**src/design/pcled_pkg.sv**
```systemverilog
// Shared types and constants for the press-controlled LED chaser.
package pcled_pkg;

    typedef enum logic [1:0] {
        MODE_OFF   = 2'd0,
        MODE_LEFT  = 2'd1,
        MODE_RIGHT = 2'd2
    } mode_t;

    localparam int unsigned LED_COUNT   = 8;
    localparam int unsigned COUNT_WIDTH = 8;

    localparam logic [LED_COUNT-1:0]   LED_FIRST        = 8'h01;
    localparam logic [LED_COUNT-1:0]   LED_LAST         = 8'h80;
    localparam logic [COUNT_WIDTH-1:0] COUNT_MAX        = 8'hFF;
    localparam logic [COUNT_WIDTH-1:0] LONG_PRESS_RESET = 8'd16;

    typedef struct packed {
        logic                   last_level;
        logic [COUNT_WIDTH-1:0] held_ticks;
        mode_t                  run_mode;
        logic [LED_COUNT-1:0]   lit_pattern;
    } pcled_state_t;

endpackage

```
**src/design/pcled_step.sv**
```systemverilog
// Next-state logic for one button tick: press counter, mode change, LED rotation.
module pcled_step
    import pcled_pkg::*;
(
    input  pcled_state_t           cur_state,
    input  logic                   button_level,
    input  logic [COUNT_WIDTH-1:0] long_press_ticks,
    output pcled_state_t           next_state,
    output logic                   mode_changed
);

    logic                 released;
    logic                 long_press;
    mode_t                mode_next;
    logic [LED_COUNT-1:0] pattern_next;

    // press counter and release detect
    always_comb begin
        next_state            = cur_state;
        released              = 1'b0;
        next_state.last_level = button_level;
        if (button_level) begin
            released = !cur_state.last_level;
        end else if (cur_state.last_level) begin
            next_state.held_ticks = '0;
        end else if (cur_state.held_ticks != COUNT_MAX) begin
            next_state.held_ticks = cur_state.held_ticks + 1'b1;
        end
        next_state.run_mode    = mode_next;
        next_state.lit_pattern = pattern_next;
    end

    // counter is untouched on a release tick, so the held count is still current
    assign long_press = (cur_state.held_ticks >= long_press_ticks);

    always_comb begin
        mode_next = cur_state.run_mode;
        if (released) begin
            if (long_press) begin
                unique case (cur_state.run_mode)
                    MODE_OFF:   mode_next = MODE_LEFT;
                    MODE_LEFT:  mode_next = MODE_OFF;
                    MODE_RIGHT: mode_next = MODE_OFF;
                    default:    mode_next = cur_state.run_mode;
                endcase
            end else begin
                unique case (cur_state.run_mode)
                    MODE_LEFT:  mode_next = MODE_RIGHT;
                    MODE_RIGHT: mode_next = MODE_LEFT;
                    default:    mode_next = cur_state.run_mode;
                endcase
            end
        end
    end

    assign mode_changed = (mode_next != cur_state.run_mode);

    always_comb begin
        pattern_next = cur_state.lit_pattern;
        if (mode_changed) begin
            unique case (mode_next)
                MODE_OFF: pattern_next = '0;
                MODE_LEFT: begin
                    if (cur_state.lit_pattern == '0) pattern_next = LED_FIRST;
                end
                MODE_RIGHT: begin
                    if (cur_state.lit_pattern == '0) pattern_next = LED_LAST;
                end
                default: pattern_next = cur_state.lit_pattern;
            endcase
        end else begin
            unique case (cur_state.run_mode)
                MODE_LEFT: begin
                    // wrap the top LED around to LED 0
                    if (cur_state.lit_pattern[LED_COUNT-1]) pattern_next = LED_FIRST;
                    else pattern_next = {cur_state.lit_pattern[LED_COUNT-2:0], 1'b0};
                end
                MODE_RIGHT: begin
                    if (cur_state.lit_pattern[0]) pattern_next = LED_LAST;
                    else pattern_next = {1'b0, cur_state.lit_pattern[LED_COUNT-1:1]};
                end
                default: pattern_next = cur_state.lit_pattern;
            endcase
        end
    end

endmodule

```
**src/design/press_controlled_led_chaser_top.sv**
```systemverilog
// Top level of the press-controlled LED chaser: state, threshold and result registers.
// Each accepted beat carries one sampled button level (0 = pressed) and yields exactly
// one result beat with the LED pattern, the mode and a mode-changed flag after that tick.
// The block takes one beat per cycle: the whole update is a single short combinational
// pass from the state registers into the result register, and the result register lets
// a new beat in whenever it is empty or being drained in the same cycle, so each result
// follows in the cycle after its beat, one beat per clock while m_ready stays high.
// long_press_ticks resets to 16 and is written through cfg_wr_en/cfg_wr_data.
module press_controlled_led_chaser_top
    import pcled_pkg::*;
(
    input  logic                   aclk,
    input  logic                   aresetn,
    input  logic                   cfg_wr_en,
    input  logic [COUNT_WIDTH-1:0] cfg_wr_data,
    input  logic                   s_valid,
    output logic                   s_ready,
    input  logic                   s_button_level,
    output logic                   m_valid,
    input  logic                   m_ready,
    output logic [LED_COUNT-1:0]   m_led_pattern,
    output logic [1:0]             m_mode,
    output logic                   m_mode_changed
);

    pcled_state_t           state_reg;
    pcled_state_t           state_next;
    logic [COUNT_WIDTH-1:0] long_press_ticks_reg;
    logic                   m_valid_reg;
    logic                   mode_changed_next;
    logic                   mode_changed_reg;
    logic                   s_accept;

    assign s_ready  = !m_valid_reg || m_ready;
    assign s_accept = s_valid && s_ready;

    pcled_step u_step (
        .cur_state        (state_reg),
        .button_level     (s_button_level),
        .long_press_ticks (long_press_ticks_reg),
        .next_state       (state_next),
        .mode_changed     (mode_changed_next)
    );

    always_ff @(posedge aclk) begin
        if (!aresetn) begin
            long_press_ticks_reg <= LONG_PRESS_RESET;
        end else if (cfg_wr_en) begin
            long_press_ticks_reg <= cfg_wr_data;
        end
    end

    always_ff @(posedge aclk) begin
        if (!aresetn) begin
            state_reg.last_level  <= 1'b0;
            state_reg.held_ticks  <= '0;
            state_reg.run_mode    <= MODE_OFF;
            state_reg.lit_pattern <= '0;
            m_valid_reg           <= 1'b0;
            mode_changed_reg      <= 1'b0;
        end else begin
            if (s_accept) begin
                state_reg        <= state_next;
                mode_changed_reg <= mode_changed_next;
                m_valid_reg      <= 1'b1;
            end else if (m_ready) begin
                // drop the beat once taken
                m_valid_reg <= 1'b0;
            end
        end
    end

    // the result fields are the updated state itself
    assign m_valid        = m_valid_reg;
    assign m_led_pattern  = state_reg.lit_pattern;
    assign m_mode         = state_reg.run_mode;
    assign m_mode_changed = mode_changed_reg;

endmodule

```
**config.mk**
```make
export PLATFORM = sky130hd
export DESIGN_NAME = press_controlled_led_chaser_top
export DESIGN_NICKNAME = d
export VERILOG_FILES = /design/src/design/pcled_pkg.sv /design/src/design/pcled_step.sv /design/src/design/press_controlled_led_chaser_top.sv
export SDC_FILE = /design/constraint.sdc
export NUM_CORES = 1
export LEC_CHECK = 0
export BUFFER_PORTS_ARGS = -buffer_cell sky130_fd_sc_hd__buf_4
export CAP_MARGIN = 20
export CORE_ASPECT_RATIO = 1.75
export CORE_MARGIN = 1.5
export CORE_UTILIZATION = 35
export CTS_CLUSTER_SIZE = 30
export DETAILED_ROUTE_END_ITERATION = 10
export SYNTH_ARGS = -nofsm -noshare
export SYNTH_HDL_FRONTEND = slang
export SYNTH_SLANG_ARGS = --single-unit
export TNS_END_PERCENT = 1
```
**constraint.sdc**
```tcl
create_clock -name aclk -period 8 [get_ports aclk]
set_clock_uncertainty 0.05 [all_clocks]
set_input_delay 2.4 -clock aclk [delete_from_list [all_inputs] [get_ports aclk]]
set_output_delay 2.4 -clock aclk [all_outputs]
set_load 0.01 [all_outputs]
```
==> flow_metrics.py, run 1 <==
metrics = {
    "global_routing": {
        "global_route.usage.total_pct": 14.4,
        "antenna_violations_before_repair": 0,
        "overflow": 0,
        "number_of_global_route_vias_before_repair": 1494,
        "grt_first_pass_wirelength_um": 6660,
        "grt_start_max_net_pins": 27,
    },
    "worst_setup_path": {
        "critical_path.cell_chain": "buf_4 -> nand2b_1 -> buf_4",
        "startpoint_type": "primary input",
        "worstReg2RegStart": "m_mode[0]$_SDFFE_PN0P_",
        "slowest_delay_ns": 0.19,
        "critical-path-slowest-cell": "sky130_fd_sc_hd__nand2b_1",
        "crit_start": "m_ready",
        "arrival_ns": 2.86,
        "cp_capture_type": "output port",
        "path_max_fanout": 5,
        "critical_path_required_ns": 5.55,
        "critPathKind": "primary input to output port",
        "crit_path_frequent_cell": "sky130_fd_sc_hd__buf_4",
    },
    "cells_and_area": {
        "fin_cells": 319,
        "largest_reg_flops": 9,
        "layout-drive-gt1-share_pct": 15.1,
        "layout-area-overhead-vs-synth_pct": 12.7,
        "antenna_cells_inserted": 0,
        "filler_cell_count": 570,
        "finalNetCount": 270,
        "multi_input_comb_area_um2": 1200,
        "ff_latch_area_um2": 581,
    },
    "sta": {
        "timing_max_transition_violations_final": 0,
        "final.period_utilization_pct": 66.4,
        "worst_slew_pin_slew_ns": 0.718,
        "period_minus_slack_ns": 5.31,
        "timing.max_slew.rel_slack_pct": 51.7,
        "report.final.setup_viol": 0,
        "hold_violations": 0,
        "rsz0062_at_grt": "false",
        "max_clock_freq_ghz": 0.188,
        "final_sum_of_negative_setup_slack_ns": 0,
    },
    "logic_synthesis": {
        "avg_cell_area_syn_um2": 8.51,
        "synth_largest_type_area_fraction_pct": 29.7,
        "syn_nets": 256,
        "synthesis.area_um2": 1960,
        "ys_seq_area_share_pct": 29.7,
        "yosys.cell_count.top_type": "sky130_fd_sc_hd__dfxtp_1",
        "synthesis.instances": 230,
        "synth-seq-cells": 29,
        "synth.largest_area_cell": "sky130_fd_sc_hd__dfxtp_1",
        "synth_top_flop_cell": "sky130_fd_sc_hd__dfxtp_1",
        "synth_cell_type_count": 50,
        "synth_warnings": 0,
        "number_of_enable_type_register_cells_in_the_synthesized_netlist": 0,
        "asyncSetResetFlopFracSynth_pct": 0,
        "synth.top_cells.by_count": "sky130_fd_sc_hd__dfxtp_1 (29), sky130_fd_sc_hd__nand2_1 (21), sky130_fd_sc_hd__inv_1 (15), sky130_fd_sc_hd__mux2i_1 (15)",
        "synth.top_cells.by_area": "sky130_fd_sc_hd__dfxtp_1 (30%), sky130_fd_sc_hd__ha_1 (7.7%), sky130_fd_sc_hd__mux2i_1 (7.7%), sky130_fd_sc_hd__nand2_1 (4.0%), sky130_fd_sc_hd__buf_4 (3.8%)",
    },
    "routing": {
        "ant_nets": 0,
        "wire_per_inst_um": 12.8,
        "first_iter_violations": 45,
        "vias": 1604,
        "drt-total-wl_um": 4100,
        "drt_drc_violations_left": 0,
        "firstDrtPassIters": 4,
        "vias_per_cell": 5.03,
    },
    "run": {
        "number_of_max_cap_violations": 0,
    },
    "clock_tree": {
        "worst_skew_pair_later_pin_latency_ns": 0.28,
        "maximum_buffer_depth_of_the_clock_tree": 2,
        "clk_root_buffer_cell": "sky130_fd_sc_hd__clkbuf_8",
        "path_clk_slew_ns": 0.06,
        "post_cts_hold_buffer_count": 0,
        "tritoncts": "built",
        "post_cts.repair.setup_buffers": 0,
        "postcts_resize_cnt": 0,
        "clock_sinks": 29,
        "tritoncts.num_buffers": 5,
        "htreeDepth": 2,
    },
    "power_and_ir_drop": {
        "max-vdd-ir-drop_mv": 0.0971,
        "finalPower_uw": 308,
        "cellPowerDensity_nw_per_um2": 140,
        "leakage_nw": 0.879,
    },
    "place": {
        "place.gp.congestion": 0.822,
        "hpwl_um": 3110,
        "number_of_input_and_output_port_buffers_inserted": 26,
        "post-place-cells": 311,
    },
    "status": {
        "status": "finished, final reports clean",
    },
    "worst_hold_path": {
        "hold_path_class": "flip-flop to flip-flop",
        "timing.hold.worst.start": "long_press_ticks_reg[4]$_SDFFE_PN1P_",
    },
    "floorplan": {
        "dieHeight_um": 102,
        "die-width_um": 59.5,
        "die_area_um2": 6070,
        "placement_rows": 35,
        "core_area_um2": 5340,
        "floorplan.initialDensity_pct": 36.6,
        "ioPinCount": 27,
    },
}
[cell families (layout without fill, tap and decap cells)]
group           count (synthesis)  count (layout)  share of synthesized area, %
xor+xnor                        8               8                          3.58
compound gates                 45              45                          18.2
fa+ha+maj                      12              12                          7.67
mux                            15              15                          7.67
simple gates                   86              86                          24.0
flops                          29              29                          29.7
buf+inv                        35              50                          9.21
[cell type report]
class / count / area share [%]
tap: 74 / 4.20
inverter: 16 / 2.72
timing repair buffer: 26 / 8.85
sequential: 29 / 26.3
multi-input combinational: 166 / 54.3
clock buffer: 8 / 3.63
[worst max-delay path, delay by kind of cell]
family,cells,cell delay [ns]
buffers and inverters,2,0.27
and+or+nand+nor,1,0.19
[layout by cell type, fill, tap and decap left out, types with 2 or more instances in the layout]
cell / count
sky130_fd_sc_hd__nand3_1: 7
sky130_fd_sc_hd__xnor2_1: 2
sky130_fd_sc_hd__or4_1: 3
sky130_fd_sc_hd__clkbuf_1: 3
sky130_fd_sc_hd__nor3_1: 3
sky130_fd_sc_hd__and3_1: 7
sky130_fd_sc_hd__a21oi_1: 3
sky130_fd_sc_hd__a211oi_1: 6
sky130_fd_sc_hd__ha_1: 12
sky130_fd_sc_hd__o21ai_1: 2
sky130_fd_sc_hd__nor2b_1: 9
sky130_fd_sc_hd__dfxtp_1: 29
sky130_fd_sc_hd__mux2i_1: 15
sky130_fd_sc_hd__inv_1: 15
sky130_fd_sc_hd__clkbuf_8: 5
sky130_fd_sc_hd__nor3b_1: 5
sky130_fd_sc_hd__and2_1: 5
sky130_fd_sc_hd__a311oi_1: 2
sky130_fd_sc_hd__a21boi_0: 4
sky130_fd_sc_hd__nand4_1: 4
sky130_fd_sc_hd__xor2_1: 6
sky130_fd_sc_hd__nor2_1: 12
sky130_fd_sc_hd__nand2_1: 21
sky130_fd_sc_hd__nand2b_1: 5
sky130_fd_sc_hd__o31ai_1: 2
sky130_fd_sc_hd__o22ai_1: 2
sky130_fd_sc_hd__o21ai_0: 9
sky130_fd_sc_hd__buf_4: 26
[power by group]
group / switching, mW / leakage (nW) / internal (mW) / total (mW)
combinational: 0.0227 / 0.603 / 0.0192 / 0.0418
clock: 0.0531 / 0.0395 / 0.0616 / 0.115
sequential: 0.00320 / 0.236 / 0.149 / 0.152
total: 0.0790 / 0.879 / 0.229 / 0.308
[stage by stage]
| step | hold slack [ns] | area (um2) | utilization [%] | setup slack (ns) |
|---|---|---|---|---|
| after floorplan | 0.409 | 1960 | - | 2.95 |
| after global placement | 0.434 | 2120 | 39.8 | 2.70 |
| after detailed placement | 0.444 | 2120 | 39.8 | 2.70 |
| after CTS | 0.455 | 2200 | 41.3 | 2.69 |
| after global routing | 0.474 | 2200 | 41.3 | 2.66 |
| final | 0.443 | 2200 | 41.3 | 2.69 |
[per-layer routing]
metal  wire length, um  up-vias  track usage (%)
li1                  -      832                -
met1              1730      739             15.8
met2              2120       23             24.5
met3               127       10             3.54
met4               126        0             8.03
met5                 0        -                0
[final timing paths]
path                                               end  depth (start not counted)  slack, ns
setup reg to reg         m_led_pattern[5]$_SDFFE_PN0P_                          9       4.93
setup / recovery                               s_ready                          3       2.69
hold / removal    long_press_ticks_reg[4]$_SDFFE_PN1P_                          2       0.44
hold reg to reg   long_press_ticks_reg[4]$_SDFFE_PN1P_                          2       0.44
No activity file was read; power rests on OpenSTA's default activity.
==> inputs of run 2 (changes only) <==
==> constraint.sdc (replaced) <==
create_clock -name aclk -period 4.4 [get_ports aclk]
set_clock_uncertainty 0.05 [all_clocks]
set_input_delay 1.32 -clock aclk [delete_from_list [all_inputs] [get_ports aclk]]
set_output_delay 1.32 -clock aclk [all_outputs]
set_load 0.01 [all_outputs]
==> run 2 against run 1 <==
Register-to-register slack got worse by 3.6 ns. Combinational power rose by 83%. Core utilization is 0.82 points higher. Flip-flop and latch count did not move. Critical endpoint unchanged. Largest power group is now the clock network.
==> flow_metrics.py, run 2 (synthesis gave the netlist of run 1 again) <==
metrics = {
    "status": {
        "status": "finished, final reports clean",
    },
    "clock_tree": {
        "post_cts.repair.setup_buffers": 0,
        "post_cts_hold_buffer_count": 0,
        "tritoncts": "built",
        "postcts_resize_cnt": 0,
        "clk_root_buffer_cell": "sky130_fd_sc_hd__clkbuf_8",
        "clock_sinks": 29,
        "worst_skew_pair_later_pin_latency_ns": 0.28,
        "tritoncts.num_buffers": 5,
        "path_clk_slew_ns": 0.07,
        "htreeDepth": 2,
        "maximum_buffer_depth_of_the_clock_tree": 2,
    },
    "routing": {
        "first_iter_violations": 29,
        "drt-total-wl_um": 4200,
        "wire_per_inst_um": 13.1,
        "drt_drc_violations_left": 0,
        "firstDrtPassIters": 4,
        "vias": 1640,
        "ant_nets": 0,
        "vias_per_cell": 5.13,
    },
    "floorplan": {
        "core_area_um2": 5340,
        "placement_rows": 35,
        "ioPinCount": 27,
        "floorplan.initialDensity_pct": 36.6,
        "die_area_um2": 6070,
        "dieHeight_um": 102,
        "die-width_um": 59.5,
    },
    "place": {
        "placedInstanceArea_um2": 2130,
        "number_of_input_and_output_port_buffers_inserted": 26,
        "hpwl_um": 3080,
        "post-place-cells": 312,
        "place.gp.congestion": 0.872,
        "place_worst_setup_slack_ns": 1.00,
    },
    "cells_and_area": {
        "finalNetCount": 271,
        "most-common-layout-cells": "sky130_fd_sc_hd__dfxtp_1 (29), sky130_fd_sc_hd__buf_4 (27), sky130_fd_sc_hd__nand2_1 (21)",
        "layout-drive-gt1-share_pct": 16.3,
        "antenna_cells_inserted": 0,
        "filler_cell_count": 574,
        "largest_reg_flops": 9,
        "ff_latch_area_um2": 581,
        "fin_cells": 320,
        "most_common_cell_after_layout_fill_and_taps_aside": "sky130_fd_sc_hd__dfxtp_1",
        "final_area_um2": 2250,
        "multi_input_comb_area_um2": 1200,
        "layout-area-overhead-vs-synth_pct": 14.9,
    },
    "global_routing": {
        "grt_first_pass_wirelength_um": 7220,
        "global_route.usage.total_pct": 15.2,
        "grt_start_max_net_pins": 27,
        "number_of_global_route_vias_before_repair": 1593,
        "antenna_violations_before_repair": 0,
        "overflow": 0,
    },
    "power_and_ir_drop": {
        "leakage_nw": 0.903,
        "max-vdd-ir-drop_mv": 0.160,
        "cellPowerDensity_nw_per_um2": 285,
    },
    "sta": {
        "timing.max_slew.rel_slack_pct": 53.5,
        "worst_slew_pin_slew_ns": 0.692,
        "hold_violations": 0,
        "layout_setup_ws_ns": 1.25,
        "rsz0062_at_grt": "false",
        "final.period_utilization_pct": 71.7,
        "report.final.setup_viol": 0,
        "timing_max_transition_violations_final": 0,
        "period_minus_slack_ns": 3.15,
        "final_sum_of_negative_setup_slack_ns": 0,
        "max_clock_freq_ghz": 0.317,
    },
    "worst_setup_path": {
        "path_max_fanout": 5,
        "critPathKind": "primary input to output port",
        "slowest_delay_ns": 0.19,
        "crit_path_frequent_cell": "sky130_fd_sc_hd__buf_4",
        "critical-path-slowest-cell": "sky130_fd_sc_hd__nand2b_1",
        "cp_capture_type": "output port",
        "critical_path_required_ns": 3.03,
        "arrival_ns": 1.78,
        "critical_path.cell_chain": "buf_4 -> nand2b_1 -> buf_4",
        "startpoint_type": "primary input",
    },
    "run": {
        "number_of_max_cap_violations": 0,
    },
    "worst_hold_path": {
        "hold_path_class": "flip-flop to flip-flop",
    },
}
==> run 2: cell count changes in the layout (fill, tap and decap cells not counted), sizes merged <==
| cell | change |
|---|---|
| clkbuf | -1 |
| buf | +1 |
| bufinv | +1 |
==> run 2: where the power goes <==
part	switching [mW]	total (mW)	internal (mW)
registers	0.00599	0.276	0.270
logic	0.0413	0.0767	0.0354
clock network	0.102	0.287	0.184
==> run 2: through the flow <==
step	power [mW]	hold WS (ns)	util (%)
after detailed placement	0.359	0.439	39.9
after CTS	0.646	0.450	42.1
after global routing	0.666	0.475	42.1
after floorplan	0.334	0.409	-
after global placement	0.358	0.434	39.9
final	0.640	0.439	42.1
==> run 2: worst paths after layout <==
| path | start | to | slack, ns | cells past startpoint |
|---|---|---|---|---|
| worst max-delay path | m_ready | s_ready | 1.25 | 3 |
| worst min register to register | long_press_ticks_reg[4]$_SDFFE_PN1P_ | long_press_ticks_reg[4]$_SDFFE_PN1P_ | 0.44 | 2 |
| worst max register to register | m_mode[0]$_SDFFE_PN0P_ | m_led_pattern[6]$_SDFFE_PN0P_ | 1.30 | 9 |
| worst min-delay path | long_press_ticks_reg[4]$_SDFFE_PN1P_ | long_press_ticks_reg[4]$_SDFFE_PN1P_ | 0.44 | 2 |
==> run 2: metal layers <==
layer	share of wire [%]	vias up	global-route usage, %
met2	52	25	26.4
met5	0	-	0
met3	2.8	8	2.78
met4	2.4	0	7.69
met1	43	771	17.4
li1	-	836	-
==> run 2: cell type report <==
class	instances	area share, %
clock buffers	7	3.84
clock inverters	1	1.34
inverters	16	2.67
multi-input cells	166	53.2
flip-flops and latches	29	25.8
well taps	74	4.12
repair buffers	27	9.01
==> run 2: critical path: cells and delay by family <==
kind                   cells  cell delay (ns)
buffers and inverters      2             0.27
and+or+nand+nor            1             0.19
